File: src/hdl/rwpg_pkg.sv
// ============================================================================
// rwpg_pkg - shared types and constants for the rainbow wheel pixel generator
// Widths, register map and the queue entry that links front and back.
// ============================================================================
package rwpg_pkg;

    localparam int MAX_LEDS   = 1024;
    localparam int IDX_W      = 10;
    localparam int LEN_W      = 11;
    localparam int COLOR_W    = 8;
    localparam int PHASE_W    = 8;
    localparam int QUOT_W     = 8;
    localparam int APB_ADDR_W = 3;
    localparam int APB_DATA_W = 32;

    localparam logic [LEN_W-1:0] NUM_LEDS_RESET = LEN_W'(60);
    localparam logic [LEN_W-1:0] MAX_LEDS_LEN   = LEN_W'(MAX_LEDS);

    // register index, taken from paddr[2]
    localparam logic REG_NUM_LEDS = 1'b0;

    typedef struct packed {
        logic [IDX_W-1:0]   idx;
        logic [PHASE_W-1:0] phase;
    } rwpg_item_t;

endpackage

File: src/hdl/rwpg_front.sv
// ============================================================================
// rwpg_front - input acceptance, index clamp and phase tracking
// Clamps each index to the strip, tags it with the current phase and
// advances the phase after an end-of-frame beat.
// ============================================================================
module rwpg_front
    import rwpg_pkg::*;
(
    input  logic               clk,
    input  logic               rst_n,
    input  logic [LEN_W-1:0]   strip_len,
    input  logic               in_valid,
    output logic               in_ready,
    input  logic [IDX_W-1:0]   led_index,
    input  logic               end_of_frame,
    output logic               push,
    output rwpg_item_t         push_item,
    input  logic               queue_full
);

    logic [PHASE_W-1:0] phase_reg;
    logic [PHASE_W-1:0] phase_next;
    logic [LEN_W-1:0]   idx_ext;

    assign in_ready = !queue_full;
    assign push     = in_valid && in_ready;
    assign idx_ext  = LEN_W'(led_index);

    // clamp past-the-end indices to the last LED
    always_comb
    begin
        push_item.phase = phase_reg;
        if (idx_ext >= strip_len)
        begin
            push_item.idx = IDX_W'(strip_len - LEN_W'(1));
        end
        else
        begin
            push_item.idx = led_index;
        end
    end

    always_comb
    begin
        phase_next = phase_reg;
        if (push && end_of_frame)
        begin
            phase_next = phase_reg + PHASE_W'(1);
        end
    end

    always_ff @(posedge clk or negedge rst_n)
    begin
        if (!rst_n)
        begin
            phase_reg <= '0;
        end
        else
        begin
            phase_reg <= phase_next;
        end
    end

endmodule

File: src/hdl/rwpg_queue.sv
// ============================================================================
// rwpg_queue - two-entry queue between front and back
// Holds clamped items so that front and back stall independently.
// ============================================================================
module rwpg_queue
    import rwpg_pkg::*;
(
    input  logic        clk,
    input  logic        rst_n,
    input  logic        push,
    input  rwpg_item_t  push_item,
    output logic        full,
    input  logic        pop,
    output logic        not_empty,
    output rwpg_item_t  head
);

    rwpg_item_t  slot_reg [2];
    logic        wr_ptr_reg;
    logic        wr_ptr_next;
    logic        rd_ptr_reg;
    logic        rd_ptr_next;
    logic [1:0]  count_reg;
    logic [1:0]  count_next;

    assign full      = (count_reg == 2'd2);
    assign not_empty = (count_reg != 2'd0);
    assign head      = slot_reg[rd_ptr_reg];

    always_comb
    begin
        wr_ptr_next = push ? !wr_ptr_reg : wr_ptr_reg;
        rd_ptr_next = pop  ? !rd_ptr_reg : rd_ptr_reg;
        count_next  = count_reg + 2'(push) - 2'(pop);
    end

    always_ff @(posedge clk)
    begin
        if (push)
        begin
            slot_reg[wr_ptr_reg] <= push_item;
        end
    end

    always_ff @(posedge clk or negedge rst_n)
    begin
        if (!rst_n)
        begin
            wr_ptr_reg <= 1'b0;
            rd_ptr_reg <= 1'b0;
            count_reg  <= 2'd0;
        end
        else
        begin
            wr_ptr_reg <= wr_ptr_next;
            rd_ptr_reg <= rd_ptr_next;
            count_reg  <= count_next;
        end
    end

endmodule

File: src/hdl/rwpg_back.sv
// ============================================================================
// rwpg_back - wheel position divider, colour ramps and output register
// Restoring division gives idx*256/len one quotient bit a cycle, then the
// position is mapped to RGB and held in the output register.
// ============================================================================
module rwpg_back
    import rwpg_pkg::*;
(
    input  logic               clk,
    input  logic               rst_n,
    input  logic [LEN_W-1:0]   strip_len,
    input  logic               item_avail,
    input  rwpg_item_t         item,
    output logic               pop,
    output logic               out_valid,
    input  logic               out_ready,
    output logic [COLOR_W-1:0] red,
    output logic [COLOR_W-1:0] green,
    output logic [COLOR_W-1:0] blue
);

    localparam logic [1:0] ST_IDLE = 2'd0;
    localparam logic [1:0] ST_DIV  = 2'd1;
    localparam logic [1:0] ST_DONE = 2'd2;

    logic [1:0]          state_reg;
    logic [1:0]          state_next;
    logic [2:0]          step_reg;
    logic [2:0]          step_next;
    logic [IDX_W-1:0]    rem_reg;
    logic [IDX_W-1:0]    rem_next;
    logic [QUOT_W-1:0]   quot_reg;
    logic [QUOT_W-1:0]   quot_next;
    logic [PHASE_W-1:0]  phase_reg;
    logic [PHASE_W-1:0]  phase_next;
    logic                out_valid_reg;
    logic                out_valid_next;
    logic [COLOR_W-1:0]  red_reg;
    logic [COLOR_W-1:0]  green_reg;
    logic [COLOR_W-1:0]  blue_reg;
    logic                load_out;

    logic [LEN_W-1:0]    rem_shift;
    logic                fits;
    logic [COLOR_W-1:0]  pos;
    logic [COLOR_W-1:0]  ramp_p;
    logic [COLOR_W-1:0]  up;
    logic [COLOR_W-1:0]  down;
    logic [COLOR_W-1:0]  red_new;
    logic [COLOR_W-1:0]  green_new;
    logic [COLOR_W-1:0]  blue_new;

    // one restoring step: remainder stays below the strip length
    assign rem_shift = {rem_reg, 1'b0};
    assign fits      = (rem_shift >= strip_len);

    assign load_out = (state_reg == ST_DONE) && (!out_valid_reg || out_ready);
    assign pop      = (state_reg == ST_IDLE) && item_avail;

    // colour wheel: three linear ramps in steps of 3
    always_comb
    begin
        pos = quot_reg + phase_reg;
        if (pos < 8'd85)
        begin
            ramp_p = pos;
        end
        else if (pos < 8'd170)
        begin
            ramp_p = pos - 8'd85;
        end
        else
        begin
            ramp_p = pos - 8'd170;
        end
        up   = COLOR_W'({ramp_p, 1'b0} + {1'b0, ramp_p});
        down = 8'd255 - up;
        if (pos < 8'd85)
        begin
            red_new   = up;
            green_new = down;
            blue_new  = '0;
        end
        else if (pos < 8'd170)
        begin
            red_new   = down;
            green_new = '0;
            blue_new  = up;
        end
        else
        begin
            red_new   = '0;
            green_new = up;
            blue_new  = down;
        end
    end

    always_comb
    begin
        state_next     = state_reg;
        step_next      = step_reg;
        rem_next       = rem_reg;
        quot_next      = quot_reg;
        phase_next     = phase_reg;
        out_valid_next = out_valid_reg;
        if (out_valid_reg && out_ready)
        begin
            out_valid_next = 1'b0;
        end
        unique case (state_reg)
            ST_IDLE:
            begin
                if (item_avail)
                begin
                    rem_next   = item.idx;
                    phase_next = item.phase;
                    quot_next  = '0;
                    step_next  = 3'd7;
                    state_next = ST_DIV;
                end
            end
            ST_DIV:
            begin
                quot_next = {quot_reg[QUOT_W-2:0], fits};
                rem_next  = fits ? IDX_W'(rem_shift - strip_len) : IDX_W'(rem_shift);
                step_next = step_reg - 3'd1;
                if (step_reg == 3'd0)
                begin
                    state_next = ST_DONE;
                end
            end
            ST_DONE:
            begin
                if (load_out)
                begin
                    out_valid_next = 1'b1;
                    state_next     = ST_IDLE;
                end
            end
            default:
            begin
                state_next = ST_IDLE;
            end
        endcase
    end

    always_ff @(posedge clk)
    begin
        step_reg  <= step_next;
        rem_reg   <= rem_next;
        quot_reg  <= quot_next;
        phase_reg <= phase_next;
        if (load_out)
        begin
            red_reg   <= red_new;
            green_reg <= green_new;
            blue_reg  <= blue_new;
        end
    end

    always_ff @(posedge clk or negedge rst_n)
    begin
        if (!rst_n)
        begin
            state_reg     <= ST_IDLE;
            out_valid_reg <= 1'b0;
        end
        else
        begin
            state_reg     <= state_next;
            out_valid_reg <= out_valid_next;
        end
    end

    assign out_valid = out_valid_reg;
    assign red       = red_reg;
    assign green     = green_reg;
    assign blue      = blue_reg;

endmodule

File: src/hdl/rainbow_wheel_pixel_generator.sv
// ============================================================================
// rainbow_wheel_pixel_generator - rainbow colour per LED of a strip
// Places each LED on a 256-step colour wheel and returns its RGB triple.
// ============================================================================
// Path: a beat is popped out of the queue, goes through 8 divider
//   steps, then is colour mapped into the output register.
// Throughput: the bit-serial divider works on one pixel at a time.
// Reset: rst_n clears phase to 0, num_leds to 60, queue and output valid.
// ============================================================================
module rainbow_wheel_pixel_generator
    import rwpg_pkg::*;
(
    input  logic                  clk,
    input  logic                  rst_n,
    // configuration port
    input  logic                  psel,
    input  logic                  penable,
    input  logic                  pwrite,
    input  logic [APB_ADDR_W-1:0] paddr,
    input  logic [APB_DATA_W-1:0] pwdata,
    output logic [APB_DATA_W-1:0] prdata,
    output logic                  pready,
    // pixel requests
    input  logic                  in_valid,
    output logic                  in_ready,
    input  logic [IDX_W-1:0]      led_index,
    input  logic                  end_of_frame,
    // colours
    output logic                  out_valid,
    input  logic                  out_ready,
    output logic [COLOR_W-1:0]    red,
    output logic [COLOR_W-1:0]    green,
    output logic [COLOR_W-1:0]    blue
);

    logic [LEN_W-1:0] num_leds_reg;
    logic [LEN_W-1:0] num_leds_next;
    logic [LEN_W-1:0] strip_len;
    logic             cfg_write;

    logic             push;
    rwpg_item_t       push_item;
    logic             queue_full;
    logic             pop;
    logic             queue_avail;
    rwpg_item_t       head;

    // The register port never stalls; a write lands on the access cycle.
    assign pready    = 1'b1;
    assign cfg_write = psel && penable && pwrite && pready;

    always_comb
    begin
        num_leds_next = num_leds_reg;
        if (cfg_write && (paddr[2] == REG_NUM_LEDS))
        begin
            num_leds_next = pwdata[LEN_W-1:0];
        end
    end

    always_comb
    begin
        prdata = '0;
        if (paddr[2] == REG_NUM_LEDS)
        begin
            prdata = APB_DATA_W'(num_leds_reg);
        end
    end

    always_ff @(posedge clk or negedge rst_n)
    begin
        if (!rst_n)
        begin
            num_leds_reg <= NUM_LEDS_RESET;
        end
        else
        begin
            num_leds_reg <= num_leds_next;
        end
    end

    // Effective strip length: zero acts as one, anything past the
    // supported maximum is held at the maximum.
    always_comb
    begin
        priority if (num_leds_reg == '0)
        begin
            strip_len = LEN_W'(1);
        end
        else if (num_leds_reg > MAX_LEDS_LEN)
        begin
            strip_len = MAX_LEDS_LEN;
        end
        else
        begin
            strip_len = num_leds_reg;
        end
    end

    // Front: accept a beat, clamp the index, tag it with the phase.
    rwpg_front u_front (
        .clk          (clk),
        .rst_n        (rst_n),
        .strip_len    (strip_len),
        .in_valid     (in_valid),
        .in_ready     (in_ready),
        .led_index    (led_index),
        .end_of_frame (end_of_frame),
        .push         (push),
        .push_item    (push_item),
        .queue_full   (queue_full)
    );

    // Queue: decouple the front from the divider.
    rwpg_queue u_queue (
        .clk       (clk),
        .rst_n     (rst_n),
        .push      (push),
        .push_item (push_item),
        .full      (queue_full),
        .pop       (pop),
        .not_empty (queue_avail),
        .head      (head)
    );

    // Back: divide, map onto the wheel, hold the result for the sink.
    rwpg_back u_back (
        .clk        (clk),
        .rst_n      (rst_n),
        .strip_len  (strip_len),
        .item_avail (queue_avail),
        .item       (head),
        .pop        (pop),
        .out_valid  (out_valid),
        .out_ready  (out_ready),
        .red        (red),
        .green      (green),
        .blue       (blue)
    );

endmodule

File: config.mk
export PLATFORM = sky130hd
export DESIGN_NAME = rainbow_wheel_pixel_generator
export DESIGN_NICKNAME = d
export VERILOG_FILES = /design/src/hdl/rwpg_pkg.sv /design/src/hdl/rwpg_front.sv /design/src/hdl/rwpg_queue.sv /design/src/hdl/rwpg_back.sv /design/src/hdl/rainbow_wheel_pixel_generator.sv
export SDC_FILE = /design/constraint.sdc
export NUM_CORES = 1
export LEC_CHECK = 0
export ABC_AREA = 1
export BUFFER_PORTS_ARGS = -buffer_cell sky130_fd_sc_hd__buf_2
export CORE_MARGIN = 4
export CORE_UTILIZATION = 33
export DETAILED_ROUTE_END_ITERATION = 8
export SETUP_SLACK_MARGIN = 0.02
export SLEW_MARGIN = 20
export SYNTH_ARGS = -nofsm -noshare
export SYNTH_HDL_FRONTEND = slang
export SYNTH_SLANG_ARGS = --single-unit
File: constraint.sdc
create_clock -name clk -period 6 [get_ports clk]
set_input_delay 0.3 -clock clk [delete_from_list [all_inputs] [get_ports clk]]
set_output_delay 0.3 -clock clk [all_outputs]
set_load 0.01 [all_outputs]
======== After elaboration in Yosys (flattened, before gate mapping) ========
Memory sizes are Yosys's and may differ from the RTL's.
Index checks and enable logic that the tools add are counted.
cells by class
  add/sub/neg operators ................... 11
  $lt $le $gt $ge ......................... 5
  eq/ne operators ......................... 6
  mux-type cells .......................... 27
  bitwise operators ....................... 1
  reduce and logical (&&, ||, !) cells .... 21
operators by type and width
  kind                                                                  count
  8-bit two-way mux                                                     8
  11-bit two-way mux                                                    3
  10-bit two-way mux                                                    3
  10-bit one-hot mux with 2 select lines                                1
  8-bit adder                                                           2
  8-bit one-hot mux with 2 select lines                                 1
  10-bit by 11-bit greater-or-equal comparator with 1-bit output        1
  11-bit greater-or-equal comparator                                    1
  11-bit greater-than comparator, second input constant                 1
  11-bit logical NOT                                                    1
  10-bit by 1-bit subtractor with 10-bit output, second input constant  1
  10-bit subtractor                                                     1
  8-bit by 1-bit adder with 8-bit output, second input constant         1
  1-bit logical AND                                                     8
  8-bit by 7-bit < comparator with 1-bit output, second input constant  1
  8-bit < comparator, second input constant                             1
  8-bit by 7-bit subtractor with 8-bit output, second input constant    1
  8-bit subtractor, first input constant                                1
  8-bit subtractor, second input constant                               1
  2-bit two-way mux                                                     3
  2-bit by 1-bit != test with 1-bit output, second input constant       3
  2-bit one-hot mux with 3 select lines                                 1
  3-bit one-hot mux with 2 select lines                                 1
  1-bit two-way mux                                                     5
  other kinds (14)                                                      20
word-level totals
  register bits ........................... 79
  memory bits (writable) .................. 36
  bits of input ports ..................... 53
  output and inout bits ................... 59
  word-level logic and storage cells ...... 86
  memories kept ........................... 1
memories
  name              words  width  rd ports  clocked after memory_dff  write ports  line              text
  u_queue.slot_reg  2      18     1         0                         1            rwpg_queue.sv:18  rwpg_item_t slot_reg [2];

======== Logic depth before layout (Yosys ltp) ========
Gate-level depths: netlist of the first run.
  depth after elaboration ................. 8
  mapped depth ............................ 26
  depth with buffers taken out ............ 25

======== Modules after synthesis ========
From an unflattened synthesis of the first run, not the netlist that was laid out.
unflattened totals
  cells, all modules ...................... 875
  area, all modules ....................... 7453.4 um^2
modules (own cells, without submodules)
  module                         instances  cells each  area an instance (um^2)  seq. area each (um^2)
  rwpg_back                      1          478         3945.0                   1666.6
  rwpg_queue                     1          119         1621.6                   1181.1
  rwpg_front                     1          173         1108.6                   200.2
  rainbow_wheel_pixel_generator  1          105         778.2                    280.3

======== Least setup slack after synthesis of the first run ========
No wires, ideal clock.
  path type ............................... reg-to-reg
  start ................................... reg u_back.quot_reg[0]
  end ..................................... reg u_back.red_reg[7] (netlist: u_back.red[7]), data pin
  setup time .............................. 267 ps
  data arrival time ....................... 3682 ps
  required time ........................... 5733 ps
  path slack .............................. 2051 ps
  stages on the path, launching flop included .. 24
  path buffers ............................ 1
  period minus slack after synthesis ...... 3949 ps
  path through ............................ edfxtp_1 -> ha_1 -> fa_1 -> inv_1 -> ha_1 -> or2_1 -> nand2_1 -> nand2_1 -> nand2_2 -> nand2_2 -> nand2_4 -> nand2_1 -> clkbuf_1 -> xor2_1 -> inv_1 -> ha_1 -> inv_1 -> fa_1 -> nor2_1 -> nand3_2 -> nand3_1 -> nand2_1 -> nand2_1 -> o21ai_1
between the ends
  word-level cells in the longest chain between the ends .. 8
  elaborated cells between the ends (all ways) .. 11
  classes of those cells .................. 5 x add/sub; 2 x order compare; 4 x mux
ends and longest elaborated chain
  item                                      line              text
  start: declaration                        rwpg_back.sv:32   logic [QUOT_W-1:0] quot_reg;
  start signal: assignment                  rwpg_back.sv:151  quot_reg <= quot_next;
  8-bit adder (*)                           rwpg_back.sv:63   pos = quot_reg + phase_reg;
  8-bit subtractor (tied with other cells)  rwpg_back.sv:74   ramp_p = pos - 8'd170;
  8-bit two-way mux                         rwpg_back.sv:68   else if (pos < 8'd170)
  8-bit two-way mux                         rwpg_back.sv:64   if (pos < 8'd85)
  8-bit adder                               rwpg_back.sv:76   up = COLOR_W'({ramp_p, 1'b0} + {1'b0, ramp_p});
  8-bit subtractor                          rwpg_back.sv:77   down = 8'd255 - up;
  8-bit two-way mux                         rwpg_back.sv:84   else if (pos < 8'd170)
  8-bit two-way mux (*)                     rwpg_back.sv:78   if (pos < 8'd85)
  via u_back.red_new[7]                     rwpg_back.sv:49   logic [COLOR_W-1:0] red_new;
  end signal: assignment                    rwpg_back.sv:155  red_reg <= red_new;
  end: declaration                          rwpg_back.sv:38   logic [COLOR_W-1:0] red_reg;
The timed path passes the listed nets; every way through them passes the cells marked *.
A chain may end at the register's enable or synchronous reset.

======== Final worst setup path of the first run ========
  start ................................... reg u_back.quot_reg[0]
  end ..................................... reg u_back.blue_reg[5] (netlist: u_back.blue[5]), data pin
between the ends
  word-level cells in the longest chain between the ends .. 7
  elaborated cells between the ends (all ways) .. 10
  classes of those cells .................. 5 x add/sub; 2 x order compare; 3 x mux
ends and longest elaborated chain
  item                                      line              text
  8-bit adder (*)                           rwpg_back.sv:63
  8-bit subtractor (tied with other cells)  rwpg_back.sv:74
  8-bit two-way mux                         rwpg_back.sv:68
  8-bit two-way mux                         rwpg_back.sv:64
  8-bit adder                               rwpg_back.sv:76
  8-bit subtractor                          rwpg_back.sv:77
  8-bit two-way mux                         rwpg_back.sv:84
  end signal: assignment                    rwpg_back.sv:157  blue_reg <= blue_new;
  end: declaration                          rwpg_back.sv:40   logic [COLOR_W-1:0] blue_reg;
Every way passes the cells marked *; elsewhere a longest branch is shown, timed or not.

==> results.md, run 1 <==
* Max FFs per register at 36
* Mean instance size in the synthesized netlist at 9.01 sq um
* Largest delay contributor family on the critical path: adder cells
* Outcome: finished, final reports clean
* Cells along the critical path: ha_1 -> fa_1 -> inv_1 -> ha_1 -> or2_1 -> nand2_1 -> nand2_1 -> nand2_2 -> nand2_2 -> nand2_4 -> nand2_1 -> xor2_1 -> inv_1 -> ha_1 -> inv_1 -> fa_1 -> nor2_1 -> nand2_1 -> nand2_1 -> nand2_1 -> nand3_1 -> nand2_1 -> o21ai_1 -> inv_1
* Endpoint kind of the worst setup timing path: flip-flop
* Vias in the first global route at around 4800
* Buffer cell driving the clock tree root: sky130_fd_sc_hd__clkbuf_16
* Fraction of the cycle the final worst path needs at 75.6%
* Number of buffers created by CTS at 17
* Total die area at roughly 0.023 sq mm
* Stages on worst setup path at 24
* Antenna fix cells at 0
* Instance count of the mapped netlist at 751
* Top library cells by usage in the layout, fill and taps aside: sky130_fd_sc_hd__nand2_1, sky130_fd_sc_hd__edfxtp_1, sky130_fd_sc_hd__inv_1, sky130_fd_sc_hd__nor2_1, sky130_fd_sc_hd__buf_2
* Post-cts hold buffer count at 1
* Wire length of the first global-routing pass at around 23 mm
* RSZ-0062 raised after global routing: false
* Number of inserted filler cells in the final layout at 2031
* Highest Clock Rate at 220 MHz
* Initial Utilization at 33.4%
* Post-Layout Inst Area at 0.00794 sq mm
* Number of remaining DRC errors at 0
* Most common cell after layout, fill and taps aside: sky130_fd_sc_hd__nand2_1
* Setup tns final at 0 ns
* Worst-Skew Late Latency at 0.42 ns
* Detailed Route WL at 13.8 mm
* TritonCTS clock tree: done
* Sequential fraction of the synthesis area at 49.2%
* H-tree depth at 4
* Area grow syn2layout at 17.3%
* Number of cells in the design after placement at ~1100
* Antenna violations before repair at 0
* Number of clock sinks at about 120
* Overall global routing resource usage at 12.6%
* Number of maximum-capacitance violations at 0
* # rows at 52
* GRT Residual Overflow at 0
* Hold path depth at 2
* Worst Reg2Reg Path Length in Cells at 24
* Pins Over Slew Limit at 0
* Width of the die at around 150 um
* Setup crit start kind: flip-flop
* Standard cell core area at 0.0202 sq mm
* FF+latch count, synth at roughly 120
* Standard cell area after detailed placement at 0.00731 sq mm
* Post-CTS setup repair buffer count at 0
* Rel. slew slack at 34.6%
* Vias per cell at 4.51
* Synth unique cells at 46
* Largest stage delay on the critical path at 0.56 ns
* Count of nets after finishing at 923
* Classification of the worst-slack hold path: in2reg
* Main flop type after synthesis: sky130_fd_sc_hd__edfxtp_1
* Minimum clock period after layout at 4.54 ns
* Cell area after synthesis at 0.00677 sq mm
* Crit path arrival time at 4.69 ns
* Number of buffers on the longest clock path at 2
* EDFF count, synth at 89
* Hold violation count in the final report at 0
* Global placement routability congestion at about 0.82
* Ratio of cells with drive above 1 in the final layout at 15.3%
* Count of port buffers added during placement at 66
* Final clock skew at 0.0184 ns
* Setup violations, final at 0
* Die extent in y at approximately 150 um
* Count of boundary I/O pins at about 110
* First-pass iteration count of the detailed router at 4
* Largest net degree at the start of global routing at 27
* Per-cell routed wire length at between 10 and 15 um
* Drt initial violations at 259
* Clock-pin transition on the worst setup and hold timing paths at 0.05 ns
* Required time worst endpoint at 6.16 ns
* Half-perimeter wire length of the detailed placement result at 9.93 mm
* ANT nets after route at 0
* Slowest stage cell on the critical path: sky130_fd_sc_hd__fa_1
* CP Class: reg2reg
* Post-cts repair resize count at 0
* Number of warning messages in the yosys log at 0
* Final Non-Filler Cells at 1106
* Worst Tran Pin Value at roughly 0.98 ns
* Ys async rst share at 22.6%
* Top fanout value on the critical path at 17
* Library cell appearing most often on the critical path: sky130_fd_sc_hd__nand2_1
* CP Buf/Inv Count at 4
* Routed via count at approximately 5000
==> per-layer routing <==
layer | up-vias | GRT usage (%) | wire length [um]
met4 | 0 | 3.72 | 95
met1 | 2244 | 16.1 | 6520
met5 | - | 0 | 0
li1 | 2623 | - | -
met3 | 7 | 3.35 | 604
met2 | 115 | 20.9 | 6540
==> cells in the mapped netlist (4+ instances only) <==
library cell	n	area, sq um
sky130_fd_sc_hd__nand2_1	159	597
sky130_fd_sc_hd__or2_2	5	31.3
sky130_fd_sc_hd__nor2_1	78	293
sky130_fd_sc_hd__clkbuf_1	15	56.3
sky130_fd_sc_hd__nand4_1	6	37.5
sky130_fd_sc_hd__nand3b_1	5	37.5
sky130_fd_sc_hd__o21ai_0	44	220
sky130_fd_sc_hd__nand3_1	39	195
sky130_fd_sc_hd__buf_4	22	165
sky130_fd_sc_hd__edfxtp_1	89	2670
sky130_fd_sc_hd__dfrtp_1	22	551
sky130_fd_sc_hd__xor2_1	14	123
sky130_fd_sc_hd__o21ai_1	9	45.0
sky130_fd_sc_hd__dfstp_2	4	105
sky130_fd_sc_hd__nand2_2	9	56.3
sky130_fd_sc_hd__a31oi_1	9	56.3
sky130_fd_sc_hd__xnor2_1	10	87.6
sky130_fd_sc_hd__inv_1	82	308
sky130_fd_sc_hd__ha_1	44	551
sky130_fd_sc_hd__a21oi_1	45	225
==> worst paths after layout <==
kind                       slack [ns]                 start              endpoint
setup / recovery                 1.46    u_back.quot_reg[0]        u_back.blue[5]
hold / removal                   0.11             out_ready   u_back.state_reg[1]
setup reg to reg                 1.46    u_back.quot_reg[0]        u_back.blue[5]
hold reg to reg                  0.49  u_front.phase_reg[7]  u_front.phase_reg[7]
max in group asynchronous        5.17                 rst_n       num_leds_reg[9]
min in group asynchronous        0.43                 rst_n  u_queue.count_reg[0]
==> final cells by class <==
class / instances / area, sq um / area share [%]
timing repair buffer: 72 / 378 / 4.76
clock buffer: 21 / 460 / 5.80
multi-input combinational: 532 / 2960 / 37.3
clock inverter: 11 / 150 / 1.89
inverter: 85 / 322 / 4.05
tap: 270 / 338 / 4.26
sequential: 115 / 3330 / 41.9
==> kinds of logic (layout without fill, tap and decap cells) <==
logic type,count (synthesis),in the layout,share of synthesized area [%]
mux,1,1,0.166
fa+ha+maj,47,47,9.02
other cells,2,22,0.111
compound gates,125,125,10.1
buf+inv,124,189,8.26
flops,115,115,49.2
xor+xnor,26,26,3.59
simple gates,311,311,19.6
==> stage by stage <==
stage	hold WS, ns	utilization, %	worst slack [ns]
6_report	0.109	39.2	1.46
2_1_floorplan	0.00441	-	2.05
3_5_place_dp	0.345	36.1	1.40
3_3_place_gp	0.348	36.1	1.46
4_1_cts	0.0950	39.2	1.38
5_1_grt	0.101	39.2	1.09
Power of run 1 is left out: the tool's default activity adds up to more than one toggle a clock period on the data nets, which glitch-free logic cannot reach.
==> run 2: changes to the inputs <==
ABC_AREA = 0   (was 1)
clock period = 3.9 ns   (was 6 ns; I/O delays follow)
==> results.md, run 2 <==
* Outcome: complete, but fails checks
* Violations in the final reports: setup timing
* Ratio of cells with drive above 1 in the final layout at 35.2%
* Most repeated cell in the gate-level netlist after synthesis: sky130_fd_sc_hd__edfxtp_1
* Endpoint kind of the worst setup timing path: flip-flop
* Worst Tran Pin Value at 0.978 ns
* Minimum clock period after layout at 4.28 ns
* Leading post-synthesis cells by cell area: sky130_fd_sc_hd__edfxtp_1, sky130_fd_sc_hd__dfrtp_1, sky130_fd_sc_hd__ha_1
* CP Class: reg2reg
* Largest stage delay on the critical path at between 0.4 and 0.5 ns
* Number of maximum-capacitance violations at 0
* Worst Reg2Reg Path Length in Cells at 18
* Number of buffers on the longest clock path at 2
* H-tree depth at 4
* Multi-input gate area at around 0.0037 sq mm
* Top cell type's share of synthesized area at roughly two fifths
* Cells along the critical path: ha_4 -> fa_2 -> inv_2 -> ha_4 -> nand2b_4 -> a21oi_2 -> or4_4 -> a21oi_4 -> o21a_4 -> nor2_4 -> buf_12 -> xnor2_4 -> ha_4 -> inv_2 -> fa_2 -> o31a_1 -> a311oi_4 -> mux2i_1
* Vias in the first global route at 4954
* Number of clock sinks at 115
* Main flop type after synthesis: sky130_fd_sc_hd__edfxtp_1
* Wire length of the first global-routing pass at roughly 25 mm
* Ranking of synthesized cells by instance count: sky130_fd_sc_hd__edfxtp_1, sky130_fd_sc_hd__nand2_1, sky130_fd_sc_hd__ha_1, sky130_fd_sc_hd__nor2_1, sky130_fd_sc_hd__a21oi_1
* Pins Over Slew Limit at 0
* EDFF count, synth at 89
* Routed via count at 5085
* Biggest area consumer among synthesized cells: sky130_fd_sc_hd__edfxtp_1
* Top fanout value on the critical path at 5
* Per-cell routed wire length at roughly 14 um
* Standard cell core area at 0.0205 sq mm
* Top library cells by usage in the layout, fill and taps aside: sky130_fd_sc_hd__edfxtp_1, sky130_fd_sc_hd__buf_4, sky130_fd_sc_hd__buf_2, sky130_fd_sc_hd__nand2_1, sky130_fd_sc_hd__ha_1
* Reg area at about 0.0033 sq mm
* R2R Path End: u_back.blue[7]
* Number of warning messages in the yosys log at 0
* Synth unique cells at 69
* Highest Clock Rate at ~230 MHz
* Half-perimeter wire length of the detailed placement result at 11.1 mm
* Number of remaining DRC errors at 0
* Instance count of the mapped netlist at 621
* Hold Crit Start: led_index[8]
* Area grow syn2layout at 32.0%
* First-pass iteration count of the detailed router at 4
* Reg2reg setup slack at -0.38 ns
* Hold EP: u_queue.slot_reg[0][16]
* # rows at 52
* Global placement routability congestion at 0.840
* Number of buffers created by CTS at 17
* Number of inserted filler cells in the final layout at 1907
* Clock-pin transition on the worst setup and hold timing paths at around 0.06 ns
* Mean instance size in the synthesized netlist at ~11 sq um
* Required time worst endpoint at 4.05 ns
* RSZ-0062 raised after global routing: true
* Hold Slack at roughly 0.11 ns
* Die extent in y at around 150 um
* Number of cells in the design after placement at between 1000 and 1500
* Antenna violations before repair at 0
* GRT Residual Overflow at 0
* Slowest stage cell on the critical path: sky130_fd_sc_hd__fa_2
* Antenna fix cells at 0
* Hold violation count in the final report at 0
* Cell area after synthesis at roughly 0.007 sq mm
* TritonCTS clock tree: done
* Drt initial violations at 230
* Final Non-Filler Cells at 1066
* Launch instance of the worst register-to-register path: u_back.quot_reg[0]
* Ys async rst share at 22.6%
* Slack of the critical path at -0.376 ns
* Sequential fraction of the synthesis area at 47.8%
* Max FFs per register at 36
* Worst-Skew Late Latency at 0.42 ns
* Largest net degree at the start of global routing at 27
* Total die area at 0.0235 sq mm
* Overall global routing resource usage at 12.9%
* Rel. slew slack at 34.8%
* Most common cell after layout, fill and taps aside: sky130_fd_sc_hd__edfxtp_1
* FF+latch count, synth at 115
* Fraction of the cycle the final worst path needs at 110%
* Final clock skew at between 0.01 and 0.015 ns
* Count of port buffers added during placement at 66
* ANT nets after route at 0
* Hold path depth at 2
* Setup violations, final at 13
* Classification of the worst-slack hold path: in2reg
* Detailed Route WL at 15.1 mm
* Vias per cell at about 4.8
* Buffer cell driving the clock tree root: sky130_fd_sc_hd__clkbuf_16
* Count of nets after finishing at 883
* Crit path arrival time at 4.43 ns
* Width of the die at ~150 um
* Setup crit start kind: flip-flop
* Initial Utilization at 34.0%
* Count of boundary I/O pins at 112
* Setup Slack @ Placement at -0.387 ns
* Library cell appearing most often on the critical path: sky130_fd_sc_hd__ha_4
## run 2: changes by cell type after synthesis, moves of 11 or more
cell	previous run	this run
sky130_fd_sc_hd__mux2_2	1	27
sky130_fd_sc_hd__mux2i_1	0	23
sky130_fd_sc_hd__nor2b_1	0	19
sky130_fd_sc_hd__inv_1	82	22
sky130_fd_sc_hd__nand2_1	159	48
sky130_fd_sc_hd__a21oi_1	45	31
sky130_fd_sc_hd__nand2b_1	0	11
sky130_fd_sc_hd__o21ai_0	44	24
sky130_fd_sc_hd__xnor2_1	10	22
sky130_fd_sc_hd__nor2_1	78	34
sky130_fd_sc_hd__nand3_1	39	9
## run 2: repair_timing
item,CTS,global route
pin swaps,12,11
gates resized for setup,15,27
cloned,0,0
endpoints found under the setup margin,15,26
hold buffers,12,0
setup buffers,5,6
endpoints found under the hold margin,33,0
## run 2: kinds of logic (layout without fill, tap and decap cells)
family | after synthesis | count (layout) | share of synthesized area, %
DFF | 115 | 115 | 47.8
xor gates and xnor gates | 35 | 35 | 4.62
and+or+nand+nor | 176 | 176 | 12.9
muxes | 50 | 50 | 7.67
adders and majority gates | 47 | 47 | 8.77
other | 2 | 22 | 0.108
AOI/OAI and AO/OA | 132 | 132 | 13.4
buffers and inverters | 64 | 219 | 4.71
## run 2: worst max-delay path by stage
stage                                   from             end  slack, ns  cells past startpoint
after floorplan           u_back.quot_reg[0]  u_back.blue[6]      -0.35                     20
after global placement    u_back.quot_reg[0]  u_back.blue[6]      -0.30                     20
after detailed placement  u_back.quot_reg[0]   u_back.red[6]      -0.39                     19
after CTS                 u_back.quot_reg[0]  u_back.blue[7]      -0.35                     20
after global routing      u_back.quot_reg[0]   u_back.red[7]      -0.64                     20
final                     u_back.quot_reg[0]  u_back.blue[7]      -0.38                     18
## run 2: per-stage QoR
step	setup TNS (ns)	cell area (sq um)	util, %
after global placement	-2.83	8150	39.8
after detailed placement	-3.61	8150	39.8
final	-2.91	9190	44.9
after CTS	-2.77	9000	43.9
after global routing	-6.17	9190	44.9
after floorplan	-3.38	7180	-
## run 2: layer usage
layer | track usage (%) | vias to the layer above | share of wire (%)
met5 | 0 | - | 0
met4 | 3.95 | 0 | 1.3
met3 | 3.65 | 15 | 4.7
met2 | 20.2 | 103 | 45
met1 | 17.5 | 2392 | 49
li1 | - | 2575 | -
## run 2: layout make-up
class / instances / share of cell area (%)
repair buffers: 164 / 12.2
inverters: 23 / 0.939
clock inverters: 13 / 1.50
well taps: 270 / 3.67
flip-flops and latches: 115 / 36.2
multi-input cells: 462 / 40.4
clock buffers: 19 / 5.05
## run 2: worst max-delay path: cells and delay by family, from the launching register on
family	cells	cell delay, ns
adder cells (fa/ha/maj)	5	1.30
AO/OA/AOI/OAI	5	1.15
AND/OR/NAND/NOR	3	0.62
flip-flops	1	0.42
buffers and inverters	3	0.24
XOR/XNOR	1	0.13
multiplexers	1	0.12
Power of run 2 is left out for the same reason.
